===== src/hdl/snfcs_pkg.sv =====
// snfcs_pkg: shared types, opcodes and defaults for the spi nor command sequencer
// no dependencies; imported by snfcs_step, the top level and both testbench modules
`timescale 1ns / 1ps

package snfcs_pkg;

  // default geometry, handed to the top level parameters
  localparam int PAGE_BYTES_DEF   = 256;
  localparam int SECTOR_BYTES_DEF = 4096;
  localparam int MAX_FRAMES_DEF   = 64;

  // fixed field widths
  localparam int ADDR_W = 24;
  localparam int LEN_W  = 14;
  localparam int CMD_W  = 3;

  // longest program or erase accepted
  localparam logic [LEN_W-1:0] LENGTH_LIMIT = 14'd16128;

  // host request codes; the unused code is rejected
  typedef enum logic [CMD_W-1:0] {
    CMD_READ        = 3'd0,
    CMD_PROGRAM     = 3'd1,
    CMD_ERASE_RANGE = 3'd2,
    CMD_ERASE_CHIP  = 3'd3,
    CMD_READ_ID     = 3'd4,
    CMD_POWER_DOWN  = 3'd5,
    CMD_STANDBY     = 3'd6
  } cmd_t;

  // flash instruction bytes
  localparam logic [7:0] OP_NONE       = 8'h00;
  localparam logic [7:0] OP_PROGRAM    = 8'h02;
  localparam logic [7:0] OP_READ       = 8'h03;
  localparam logic [7:0] OP_ERASE_4K   = 8'h20;
  localparam logic [7:0] OP_READ_ID    = 8'h90;
  localparam logic [7:0] OP_POWER_DOWN = 8'hB9;
  localparam logic [7:0] OP_STANDBY    = 8'hAB;
  localparam logic [7:0] OP_ERASE_ALL  = 8'hC7;

  // read id returns manufacturer and device bytes
  localparam logic [LEN_W-1:0] READ_ID_BYTES = 14'd2;

  // data phase direction
  typedef enum logic [1:0] {
    DIR_NONE  = 2'd0,
    DIR_WRITE = 2'd1,
    DIR_READ  = 2'd2
  } dir_t;

  // sequencer states
  typedef enum logic [1:0] {
    ST_IDLE  = 2'd0,
    ST_CHECK = 2'd1,
    ST_RUN   = 2'd2
  } state_t;

  // one frame descriptor
  typedef struct packed {
    logic [7:0]       opcode;
    logic [ADDR_W-1:0] address;
    logic             has_address;
    logic [LEN_W-1:0] data_count;
    dir_t             direction;
    logic             wen_first;
    logic             poll_before;
    logic             poll_after;
    logic             err;
    logic             is_last;
  } frame_t;

  // result of one pass through the step unit
  typedef struct packed {
    logic [LEN_W-1:0]  piece;
    logic [ADDR_W-1:0] base;
    logic [ADDR_W-1:0] next_addr;
    logic [LEN_W-1:0]  rem_left;
    logic              is_last;
  } step_t;

endpackage


===== src/hdl/snfcs_step.sv =====
// snfcs_step: shared boundary step unit, cuts one piece off a range at the next
// page or sector boundary; depends on snfcs_pkg
`timescale 1ns / 1ps

module snfcs_step
  import snfcs_pkg::*;
#(
  parameter int PAGE_BYTES   = PAGE_BYTES_DEF,
  parameter int SECTOR_BYTES = SECTOR_BYTES_DEF
) (
  input  logic [ADDR_W-1:0] addr_i,
  input  logic [LEN_W-1:0]  rem_i,
  input  logic              sector_i,
  output step_t             step_o
);

  localparam int PL   = $clog2(PAGE_BYTES);
  localparam int SL   = $clog2(SECTOR_BYTES);
  localparam int MAXL = (PL > SL) ? PL : SL;
  localparam int BW   = MAXL + 1;
  localparam int CW   = (BW > LEN_W) ? BW : LEN_W;

  logic [BW-1:0] blk;
  logic [BW-1:0] off;
  logic [BW-1:0] gap;
  logic          fits;
  logic [LEN_W-1:0] piece;

  // distance to the next boundary of the selected block size
  always_comb begin
    blk  = sector_i ? BW'(SECTOR_BYTES) : BW'(PAGE_BYTES);
    off  = sector_i ? BW'(addr_i[SL-1:0]) : BW'(addr_i[PL-1:0]);
    gap  = blk - off;
    fits = CW'(gap) >= CW'(rem_i);
    piece = fits ? rem_i : LEN_W'(gap);
  end

  // piece, sector base, advanced address and what is left
  always_comb begin
    step_o.piece     = piece;
    step_o.base      = addr_i & ~ADDR_W'(SECTOR_BYTES - 1);
    step_o.next_addr = addr_i + ADDR_W'(piece);
    step_o.rem_left  = rem_i - piece;
    step_o.is_last   = fits;
  end

endmodule


===== src/hdl/spi_nor_flash_command_sequencer.sv =====
// spi_nor_flash_command_sequencer: top level, request sequencer and descriptor register
// depends on snfcs_pkg and snfcs_step
`timescale 1ns / 1ps

// A request is taken when start is high and busy is low. Busy rises in the next
// cycle. ST_CHECK checks the request; read, read id, chip erase, power down,
// standby, rejected and zero-length requests then give their single descriptor
// and the block is free again. Program and range erase then give one descriptor
// per cycle from ST_RUN, one per page piece or per sector touched, up to
// MAX_FRAMES descriptors; the one shared boundary step unit sets that pace. Each
// descriptor sits on the out_ ports for exactly one cycle with out_strobe high,
// in the cycle after it is formed; the receiver must take it then. PAGE_BYTES
// and SECTOR_BYTES must be powers of two.
module spi_nor_flash_command_sequencer
  import snfcs_pkg::*;
#(
  parameter int PAGE_BYTES   = PAGE_BYTES_DEF,
  parameter int SECTOR_BYTES = SECTOR_BYTES_DEF,
  parameter int MAX_FRAMES   = MAX_FRAMES_DEF
) (
  input  logic              clk,
  input  logic              rst_n,
  input  logic              start,
  output logic              busy,
  input  logic [CMD_W-1:0]  in_cmd,
  input  logic [ADDR_W-1:0] in_start_address,
  input  logic [LEN_W-1:0]  in_byte_length,
  output logic              out_strobe,
  output logic [7:0]        out_opcode,
  output logic [ADDR_W-1:0] out_frame_address,
  output logic              out_has_address,
  output logic [LEN_W-1:0]  out_data_count,
  output logic [1:0]        out_data_direction,
  output logic              out_write_enable_first,
  output logic              out_poll_before,
  output logic              out_poll_after,
  output logic              out_request_error,
  output logic              out_last_frame
);

  localparam int PL  = $clog2(PAGE_BYTES);
  localparam int SL  = $clog2(SECTOR_BYTES);
  localparam int EW  = ADDR_W + 1;

  state_t            state_r, state_nxt;
  cmd_t              cmd_r, cmd_nxt;
  logic [ADDR_W-1:0] addr_r, addr_nxt;
  logic [LEN_W-1:0]  rem_r, rem_nxt;
  logic [EW-1:0]     end_r, end_nxt;
  logic              strobe_r, strobe_nxt;
  frame_t            frame_r, frame_nxt;

  logic              sector_sel;
  step_t             step;
  logic [EW-1:0]     first_blk;
  logic [EW-1:0]     last_blk;
  logic [EW-1:0]     span;
  logic              too_long;

  assign sector_sel = (cmd_r == CMD_ERASE_RANGE);

  // shared boundary step unit
  snfcs_step #(
    .PAGE_BYTES   (PAGE_BYTES),
    .SECTOR_BYTES (SECTOR_BYTES)
  ) u_step (
    .addr_i   (addr_r),
    .rem_i    (rem_r),
    .sector_i (sector_sel),
    .step_o   (step)
  );

  // block count check on the unwrapped end address
  always_comb begin
    first_blk = sector_sel ? ({1'b0, addr_r} >> SL) : ({1'b0, addr_r} >> PL);
    last_blk  = sector_sel ? (end_r >> SL) : (end_r >> PL);
    span      = last_blk - first_blk;
    too_long  = (rem_r > LENGTH_LIMIT) || (span >= EW'(MAX_FRAMES));
  end

  // state register
  always_ff @(posedge clk) begin
    if (!rst_n) begin
      state_r  <= ST_IDLE;
      strobe_r <= 1'b0;
    end else begin
      state_r  <= state_nxt;
      strobe_r <= strobe_nxt;
    end
  end

  // request and descriptor payload
  always_ff @(posedge clk) begin
    cmd_r   <= cmd_nxt;
    addr_r  <= addr_nxt;
    rem_r   <= rem_nxt;
    end_r   <= end_nxt;
    frame_r <= frame_nxt;
  end

  // next state and descriptor forming
  always_comb begin
    state_nxt  = state_r;
    cmd_nxt    = cmd_r;
    addr_nxt   = addr_r;
    rem_nxt    = rem_r;
    end_nxt    = end_r;
    strobe_nxt = 1'b0;
    frame_nxt  = '0;
    case (state_r)
      ST_IDLE: begin
        if (start) begin
          cmd_nxt   = cmd_t'(in_cmd);
          addr_nxt  = in_start_address;
          rem_nxt   = in_byte_length;
          end_nxt   = {1'b0, in_start_address} + EW'(in_byte_length) - EW'(1);
          state_nxt = ST_CHECK;
        end
      end
      ST_CHECK: begin
        strobe_nxt        = 1'b1;
        state_nxt         = ST_IDLE;
        frame_nxt.is_last = 1'b1;
        case (cmd_r)
          CMD_READ: begin
            frame_nxt.opcode      = OP_READ;
            frame_nxt.address     = addr_r;
            frame_nxt.has_address = 1'b1;
            frame_nxt.data_count  = rem_r;
            frame_nxt.direction   = DIR_READ;
            frame_nxt.poll_before = 1'b1;
          end
          CMD_PROGRAM, CMD_ERASE_RANGE: begin
            if (rem_r == '0) begin
              frame_nxt.opcode = OP_NONE;
            end else if (too_long) begin
              frame_nxt.err = 1'b1;
            end else begin
              strobe_nxt = 1'b0;
              frame_nxt  = '0;
              state_nxt  = ST_RUN;
            end
          end
          CMD_ERASE_CHIP: begin
            frame_nxt.opcode      = OP_ERASE_ALL;
            frame_nxt.wen_first   = 1'b1;
            frame_nxt.poll_before = 1'b1;
            frame_nxt.poll_after  = 1'b1;
          end
          CMD_READ_ID: begin
            frame_nxt.opcode      = OP_READ_ID;
            frame_nxt.has_address = 1'b1;
            frame_nxt.data_count  = READ_ID_BYTES;
            frame_nxt.direction   = DIR_READ;
            frame_nxt.poll_before = 1'b1;
          end
          CMD_POWER_DOWN: begin
            frame_nxt.opcode = OP_POWER_DOWN;
          end
          CMD_STANDBY: begin
            frame_nxt.opcode     = OP_STANDBY;
            frame_nxt.poll_after = 1'b1;
          end
          default: begin
            frame_nxt.err = 1'b1;
          end
        endcase
      end
      ST_RUN: begin
        strobe_nxt            = 1'b1;
        frame_nxt.has_address = 1'b1;
        frame_nxt.wen_first   = 1'b1;
        frame_nxt.poll_before = 1'b1;
        frame_nxt.is_last     = step.is_last;
        if (sector_sel) begin
          frame_nxt.opcode  = OP_ERASE_4K;
          frame_nxt.address = step.base;
        end else begin
          frame_nxt.opcode     = OP_PROGRAM;
          frame_nxt.address    = addr_r;
          frame_nxt.data_count = step.piece;
          frame_nxt.direction  = DIR_WRITE;
        end
        addr_nxt = step.next_addr;
        rem_nxt  = step.rem_left;
        if (step.is_last) begin
          state_nxt = ST_IDLE;
        end
      end
      default: begin
        state_nxt = ST_IDLE;
      end
    endcase
  end

  // ports
  assign busy                   = (state_r != ST_IDLE);
  assign out_strobe             = strobe_r;
  assign out_opcode             = frame_r.opcode;
  assign out_frame_address      = frame_r.address;
  assign out_has_address        = frame_r.has_address;
  assign out_data_count         = frame_r.data_count;
  assign out_data_direction     = frame_r.direction;
  assign out_write_enable_first = frame_r.wen_first;
  assign out_poll_before        = frame_r.poll_before;
  assign out_poll_after         = frame_r.poll_after;
  assign out_request_error      = frame_r.err;
  assign out_last_frame         = frame_r.is_last;

endmodule


===== config.mk =====
export PLATFORM = sky130hd
export DESIGN_NAME = spi_nor_flash_command_sequencer
export DESIGN_NICKNAME = d
export VERILOG_FILES = /design/src/hdl/snfcs_pkg.sv /design/src/hdl/snfcs_step.sv /design/src/hdl/spi_nor_flash_command_sequencer.sv
export SDC_FILE = /design/constraint.sdc
export NUM_CORES = 1
export LEC_CHECK = 0
export BUFFER_PORTS_ARGS = -buffer_cell sky130_fd_sc_hd__buf_4
export CAP_MARGIN = 10
export CORE_UTILIZATION = 45
export DETAILED_ROUTE_END_ITERATION = 6
export SLEW_MARGIN = 20
export SYNTH_ARGS = -nofsm -noshare
export SYNTH_HDL_FRONTEND = slang
export SYNTH_SLANG_ARGS = --single-unit

===== constraint.sdc =====
create_clock -name clk -period 12.1 [get_ports clk]
set_input_delay 2.42 -clock clk [delete_from_list [all_inputs] [get_ports clk]]
set_output_delay 2.42 -clock clk [all_outputs]
set_load 0.01 [all_outputs]

==> flow_summary_export.csv, run 1 <==
group,metric,value,unit
clock_tree,numCtsBuffers,17,
floorplanning,core,17500,µm²
yosys,synth_area_leaders,"edfxtp_1, ha_1, dfxtp_1",
yosys,async_flop_share,0,
clock_tree,cts_tree,"built",
layout,area.sequential,2860,µm²
yosys,ys_seq_area_frac,0.352,
yosys,synth_area_leader_cell,"edfxtp_1",
global_route,grt_max_degree,78,
clock_tree,htreeDepth,4,
yosys,netlist_area,8120,µm²
global_route,grt.overflow.total,0,
sta,setup_tns,0,ns
clock_tree,cts_hold_buffers,0,
yosys,synth.net_count,1079,
sta,min_period_over_period,0.539,
clock_tree,clock-root-buffer,"clkbuf_16",
worst_setup_path,crit_chain,"or4_1 -> nor4_1 -> nor3b_1 -> nand2_1 -> xnor2_1 -> nor2_1 -> ha_1 -> and4b_1 -> nand3_1 -> nor3_1 -> nor3_2 -> buf_4 -> o21ai_0 -> ha_1 -> a21oi_1 -> o21ai_0 -> or4_1 -> a31o_2 -> a211oi_1 -> o31a_1 -> nor2_1 -> xnor2_1 -> a21oi_1",
run,maxCapViolCount,0,
yosys,synth_cell_types,66,
yosys,yosys_most_used_dff,"edfxtp_1",
clock_tree,clk_pin_slew,0.06,ns
floorplanning,io_pins,100,
sta,hold_slack,0.547,ns
yosys,syn_avg_cell_area,8.66,µm²
placed_design,portBuffers,99,
yosys,synth_seq_cells,114,
drt,ant_nets,0,
placed_design,place_congestion,0.871,
clock_tree,postCtsSetupBuffers,0,
placed_design,place_hpwl,15300,µm
layout,layout.nets,1176,
worst_setup_path,cp-end-kind,"flip-flop",
drt,drtIter0Drc,504,
worst_setup_path,critPathLaunchType,"flip-flop",
sta,clock_skew,0.00853,ns
worst_setup_path,cp_data_arrival_time,6.66,ns
yosys,synth_edf_count,58,
sta,relSlewSlack,0.361,
sta,worstMarginPinSlew,0.951,ns
sta,drv_slew,0,
drt,detail_route.drc_violations,0,
layout,fill_cells,1650,
layout,fin_area,9680,µm²
layout,area_growth,19.1,%
power,power_density,130,nW/µm²
floorplanning,row_count,48,
clock_tree,clockBufferDepth,2,
global_route,grt_pass1_vias,6089,
clock_tree,post_cts_resized,0,
yosys,ys_warn_count,0,
worst_hold_path,hold_class,"flip-flop to flip-flop",
clock_tree,clkLatencyLatePin,0.42,ns
drt,vias,6794,
sta,setup_violations,0,
clock_tree,clkSinkCount,114,
sta,max_freq,153,MHz
run_status,outcome,"finished clean",
drt,via_per_inst,5.34,
placed_design,dpl_cell_area,9090,µm²
global_route,antenna_found_initial,0,
yosys,yosysMostFrequentCell,"nand2_1",
worst_setup_path,cp_max_fo,28,
drt,detail_route.first_pass.iterations,5,
worst_setup_path,cp_data_required_time,12.24,ns
global_route,grt_pass1_wl,31500,µm
sta,rsz0062_at_grt,"false",
floorplanning,fp.dieArea,18600,µm²
worst_setup_path,cp_slowest_stage_delay,0.60,ns
worst_setup_path,worstSetupPathType,"flip-flop to flip-flop",
placed_design,dp.cells,1241,
worst_setup_path,cp_slowest_cell,"or4_1",
floorplanning,die_w,136,µm
floorplanning,initial_core_util,0.465,
layout,fin_cells,1273,
layout,antenna_cells,0,
yosys,ys_top_cells_by_count,"nand2_1, inv_1, ha_1, nor2_1",
layout,multiInputGateArea,4750,µm²
drt,avgRoutedWirePerCell,15.7,µm
layout,layout-drive-gt1-share,0.144,
power,ir_worst_vdd,0.0000899,V
yosys,post-synth-top-area-fraction,0.214,
sta,period_minus_slack,6.52,ns
drt,wl,19900,µm
sta,hold_violations,0,
floorplanning,die_y,136,µm
yosys,synth_cells,938,
power,p_leak,0.00451,µW
global_route,track_usage,0.221,
==> final cells by class <==
class / instances / share of cell area
multi-input combinational: 688 / 0.491
sequential: 114 / 0.296
timing repair buffer: 104 / 0.0807
clock buffer: 17 / 0.0440
inverter: 110 / 0.0427
tap: 225 / 0.0291
clock inverter: 15 / 0.0164
==> metrics by stage <==
step	utilization	total power [µW]	worst slack (ns)
6_report	0.554	1250	5.58
5_1_grt	0.554	1320	4.94
4_1_cts	0.554	1260	5.55
3_5_place_dp	0.520	763	5.57
3_3_place_gp	0.520	763	5.87
2_1_floorplan	-	684	6.46
==> sequential cells by signal, indices dropped and copies added (netlist names), 2 cells and up <==
name	flops
rem_r	14
state_r	2
out_data_direction	2
out_frame_address	24
out_data_count	14
out_opcode	7
end_r	17
cmd_r	3
addr_r	24
==> final timing paths <==
path                           start                       to  slack, ns  cells past startpoint
min          state_r[0]$_SDFFE_PN0P_  state_r[0]$_SDFFE_PN0P_       0.55                      2
min reg2reg  state_r[0]$_SDFFE_PN0P_  state_r[0]$_SDFFE_PN0P_       0.55                      2
max              addr_r[2]$_DFFE_PP_     addr_r[23]$_DFFE_PP_       5.58                     23
max reg2reg      addr_r[2]$_DFFE_PP_     addr_r[23]$_DFFE_PP_       5.58                     23
==> cells by family after synthesis <==
kind of cell	after synthesis	share of synthesized area
buf+inv	136	0.0635
xor+xnor	56	0.0604
mux	21	0.0263
fa+ha+maj	97	0.151
other cells	1	0.000462
flops	114	0.352
simple gates	308	0.184
compound gates	205	0.162
==> worst max-delay path: cells and delay by family (launching register included) <==
| family | cells | cell delay (ns) |
|---|---|---|
| buffers and inverters | 1 | 0.24 |
| XOR/XNOR | 2 | 0.29 |
| AND/OR/NAND/NOR | 11 | 2.76 |
| adder cells (fa/ha/maj) | 2 | 0.66 |
| AO/OA/AOI/OAI | 7 | 1.80 |
| flip-flops | 1 | 0.49 |
==> per-layer routing <==
| layer | routed length, µm | vias to the layer above | share of wire | global-route usage |
|---|---|---|---|---|
| met1 | 10700 | 3101 | 0.54 | 0.351 |
| met2 | 7760 | 220 | 0.39 | 0.296 |
| li1 | - | 3454 | - | - |
| met3 | 1250 | 19 | 0.062 | 0.0459 |
| met5 | 0 | - | 0 | 0 |
| met4 | 180 | 0 | 0.0090 | 0.0531 |
==> cells in the final DEF, fill, tap and decap left out, types with 19 or more instances in the layout <==
master    Yosys  layout
a21oi_1      58      58
and2_1       36      35
buf_4         1     104
dfxtp_1      56      56
edfxtp_1     58      58
ha_1         95      94
inv_1       110     110
nand2_1     114     114
nand3_1      19      19
nor2_1       62      62
o21ai_0      54      54
xnor2_1      35      35
xor2_1       21      21
==> report_power, final <==
part	switching [µW]	internal, µW	leakage, µW
clock	190	304	0.000282
sequential	23.6	433	0.00101
combinational	169	133	0.00322
Note: power is estimated with default switching activity, not from simulation.
==> run 2: changes to the inputs <==
--- a/config.mk
+++ b/config.mk
@@ -9,6 +9,7 @@
 export CAP_MARGIN = 10
 export CORE_UTILIZATION = 45
 export DETAILED_ROUTE_END_ITERATION = 6
+export PLACE_DENSITY = 0.67
 export SLEW_MARGIN = 20
 export SYNTH_ARGS = -nofsm -noshare
 export SYNTH_HDL_FRONTEND = slang
==> constraint.sdc (replaced) <==
create_clock -name clk -period 5.5 [get_ports clk]
set_input_delay 1.1 -clock clk [delete_from_list [all_inputs] [get_ports clk]]
set_output_delay 1.1 -clock clk [all_outputs]
set_load 0.01 [all_outputs]
==> run 2 against run 1 <==
Critical path depth up 4. Maximum frequency up 18%. Clock skew up 0.0046 ns. The flow now finishes with violations (setup timing). Core utilization up 4.1 points. Final cell count up 4.3%. First-iteration DRC count up 3.8%. Sequential cell count unchanged. Critical endpoint is now addr_r[15]$_DFFE_PP_. Power up 130%. Register-to-register slack worse by 5.6 ns. Via count up 4.2%. Global-route usage up 0.56 points. Worst setup slack worse by 5.6 ns.
==> flow_summary_export.csv, run 2 (synthesis results as in run 1) <==
group,metric,value,unit
run_status,outcome,"complete, but fails checks",
run_status,violations,"setup timing",
clock_tree,htreeDepth,4,
clock_tree,clkLatencyLatePin,0.42,ns
worst_setup_path,crit_top_cell,"a21o_1",
clock_tree,clkSinkCount,114,
floorplanning,io_pins,100,
worst_setup_path,crit_family,"simple AND/OR/NAND/NOR gates",
sta,drv_slew,0,
layout,layout_common_cells,"buf_4, inv_1, nand2_1",
layout,layout.nets,1231,
worst_hold_path,hold_class,"flip-flop to flip-flop",
drt,met3_length,1280,µm
clock_tree,cts_tree,"built",
sta,worstMarginPinSlew,1.05,ns
clock_tree,clock-root-buffer,"clkbuf_16",
global_route,track_usage,0.227,
floorplanning,row_count,48,
run,maxCapViolCount,0,
worst_setup_path,cp_slowest_cell,"or4_4",
global_route,grt_max_degree,77,
floorplanning,die_y,136,µm
drt,wl_met2,8820,µm
floorplanning,fp.dieArea,18600,µm²
placed_design,portBuffers,99,
sta,clock_skew,0.0132,ns
drt,vias,7081,
drt,top_layer,"met4",
worst_setup_path,cp_data_required_time,5.64,ns
sta,setup_violations,1,
sta,relSlewSlack,0.303,
layout,fin_util,0.595,
drt,detail_route.drc_violations,0,
drt,via_per_inst,5.33,
drt,wl_met1,10600,µm
clock_tree,cts_hold_buffers,0,
global_route,grt_pass1_wl,32400,µm
drt,detail_route.first_pass.iterations,5,
worst_setup_path,crit_buf_inv,4,
drt,avgRoutedWirePerCell,15.7,µm
power,ir_worst_vdd,0.000182,V
layout,mostFrequentLayoutCell,"buf_4",
placed_design,place_congestion,0.893,
worst_setup_path,cp-end-kind,"flip-flop",
placed_design,dp_slack,-0.198,ns
drt,drtIter0Drc,523,
global_route,grt.overflow.total,0,
layout,layout-drive-gt1-share,0.234,
sta,period_minus_slack,5.53,ns
sta,setup_slack,-0.0252,ns
floorplanning,core,17500,µm²
layout,area_growth,28.0,%
clock_tree,numCtsBuffers,17,
worst_setup_path,cp_max_fo,7,
worst_setup_path,critPathLaunchType,"flip-flop",
floorplanning,initial_core_util,0.465,
worst_setup_path,worstSetupPathType,"flip-flop to flip-flop",
global_route,antenna_found_initial,0,
clock_tree,clk_pin_slew,0.05,ns
worst_setup_path,cp_slowest_stage_delay,0.56,ns
sta,min_period_over_period,1.00,
power,power_density,276,nW/µm²
global_route,grt_pass1_vias,6348,
floorplanning,die_w,136,µm
sta,hold_violations,0,
placed_design,place_hpwl,15600,µm
sta,max_freq,181,MHz
worst_setup_path,r2r_setup_slack,-0.03,ns
clock_tree,clockBufferDepth,2,
power,p_leak,0.00486,µW
layout,antenna_cells,0,
drt,wl,20900,µm
drt,ant_nets,0,
sta,rsz0062_at_grt,"true",
worst_setup_path,cp_data_arrival_time,5.66,ns
## run 2: changes by cell type in the layout (fill, tap and decap cells not counted), sizes merged
cell,before,now
clkinv,8,5
bufinv,2,1
clkbuf,17,24
buf,104,159
clkinvlp,2,0
inv,113,112
## run 2: path summary, 6_finish.rpt
check,from,end,depth (start not counted)
worst max register to register,addr_r[3]$_DFFE_PP_,addr_r[15]$_DFFE_PP_,27
worst max-delay path,addr_r[3]$_DFFE_PP_,addr_r[15]$_DFFE_PP_,27
worst min register to register,state_r[0]$_SDFFE_PN0P_,state_r[0]$_SDFFE_PN0P_,2
worst min-delay path,state_r[0]$_SDFFE_PN0P_,state_r[0]$_SDFFE_PN0P_,2
## run 2: cell type report
class                      instances  area, µm²
tap                              225        282
multi-input combinational        688       5030
clock inverter                     8       71.3
inverter                         110        413
fill                            1538       7080
sequential                       114       2860
clock buffer                      24        524
timing repair buffer             159       1210
## run 2: through the flow
stage          power (µW)  setup TNS, ns  instance area, µm²  hold WS [ns]  instances
3_3_place_gp         1700         -0.181                9370         0.526       1278
5_1_grt              3020          -3.41               10400         0.616       1328
4_1_cts              2820              0               10000         0.539       1313
3_5_place_dp         1700          -1.75                9370         0.533       1278
2_1_floorplan        1500              0                8130         0.468        938
6_report             2870        -0.0252               10400         0.543       1328
## run 2: worst reg2reg max path, cell delays in order, from the launching register on
cell and delay (ns):
edfxtp_1 0.38, or4_4 0.56, nor4_4 0.23, buf_4 0.16, nand2_2 0.05, xnor2_1 0.15, nor2_1 0.08, ha_1 0.32
a21o_1 0.16, a21o_1 0.17, a21o_1 0.16, a21oi_2 0.14, nor2_2 0.06, nor3_2 0.22, buf_6 0.19, buf_6 0.12
nand2_1 0.06, o21ai_2 0.07, ha_1 0.28, nand2_2 0.08, o21ai_2 0.07, or4_4 0.42, a31o_4 0.25, a211oi_2 0.22
o31a_1 0.28, buf_4 0.16, xor2_1 0.14, a21oi_1 0.08
## run 2: routing by layer
| metal | GRT usage | vias up |
|---|---|---|
| li1 | - | 3574 |
| met1 | 0.339 | 3284 |
| met2 | 0.327 | 206 |
| met3 | 0.0481 | 17 |
| met4 | 0.0568 | 0 |
| met5 | 0 | - |
## run 2: power by group
group | switching [µW] | internal (µW) | total [µW]
combinational | 421 | 352 | 773
clock | 390 | 708 | 1100
sequential | 46.2 | 954 | 1000
## run 2: repair_timing
action,in CTS,in global routing
setup buffers,3,15
gates resized for setup,12,67
setup endpoints to repair,14,22
pin swaps,4,55
gates cloned,0,0
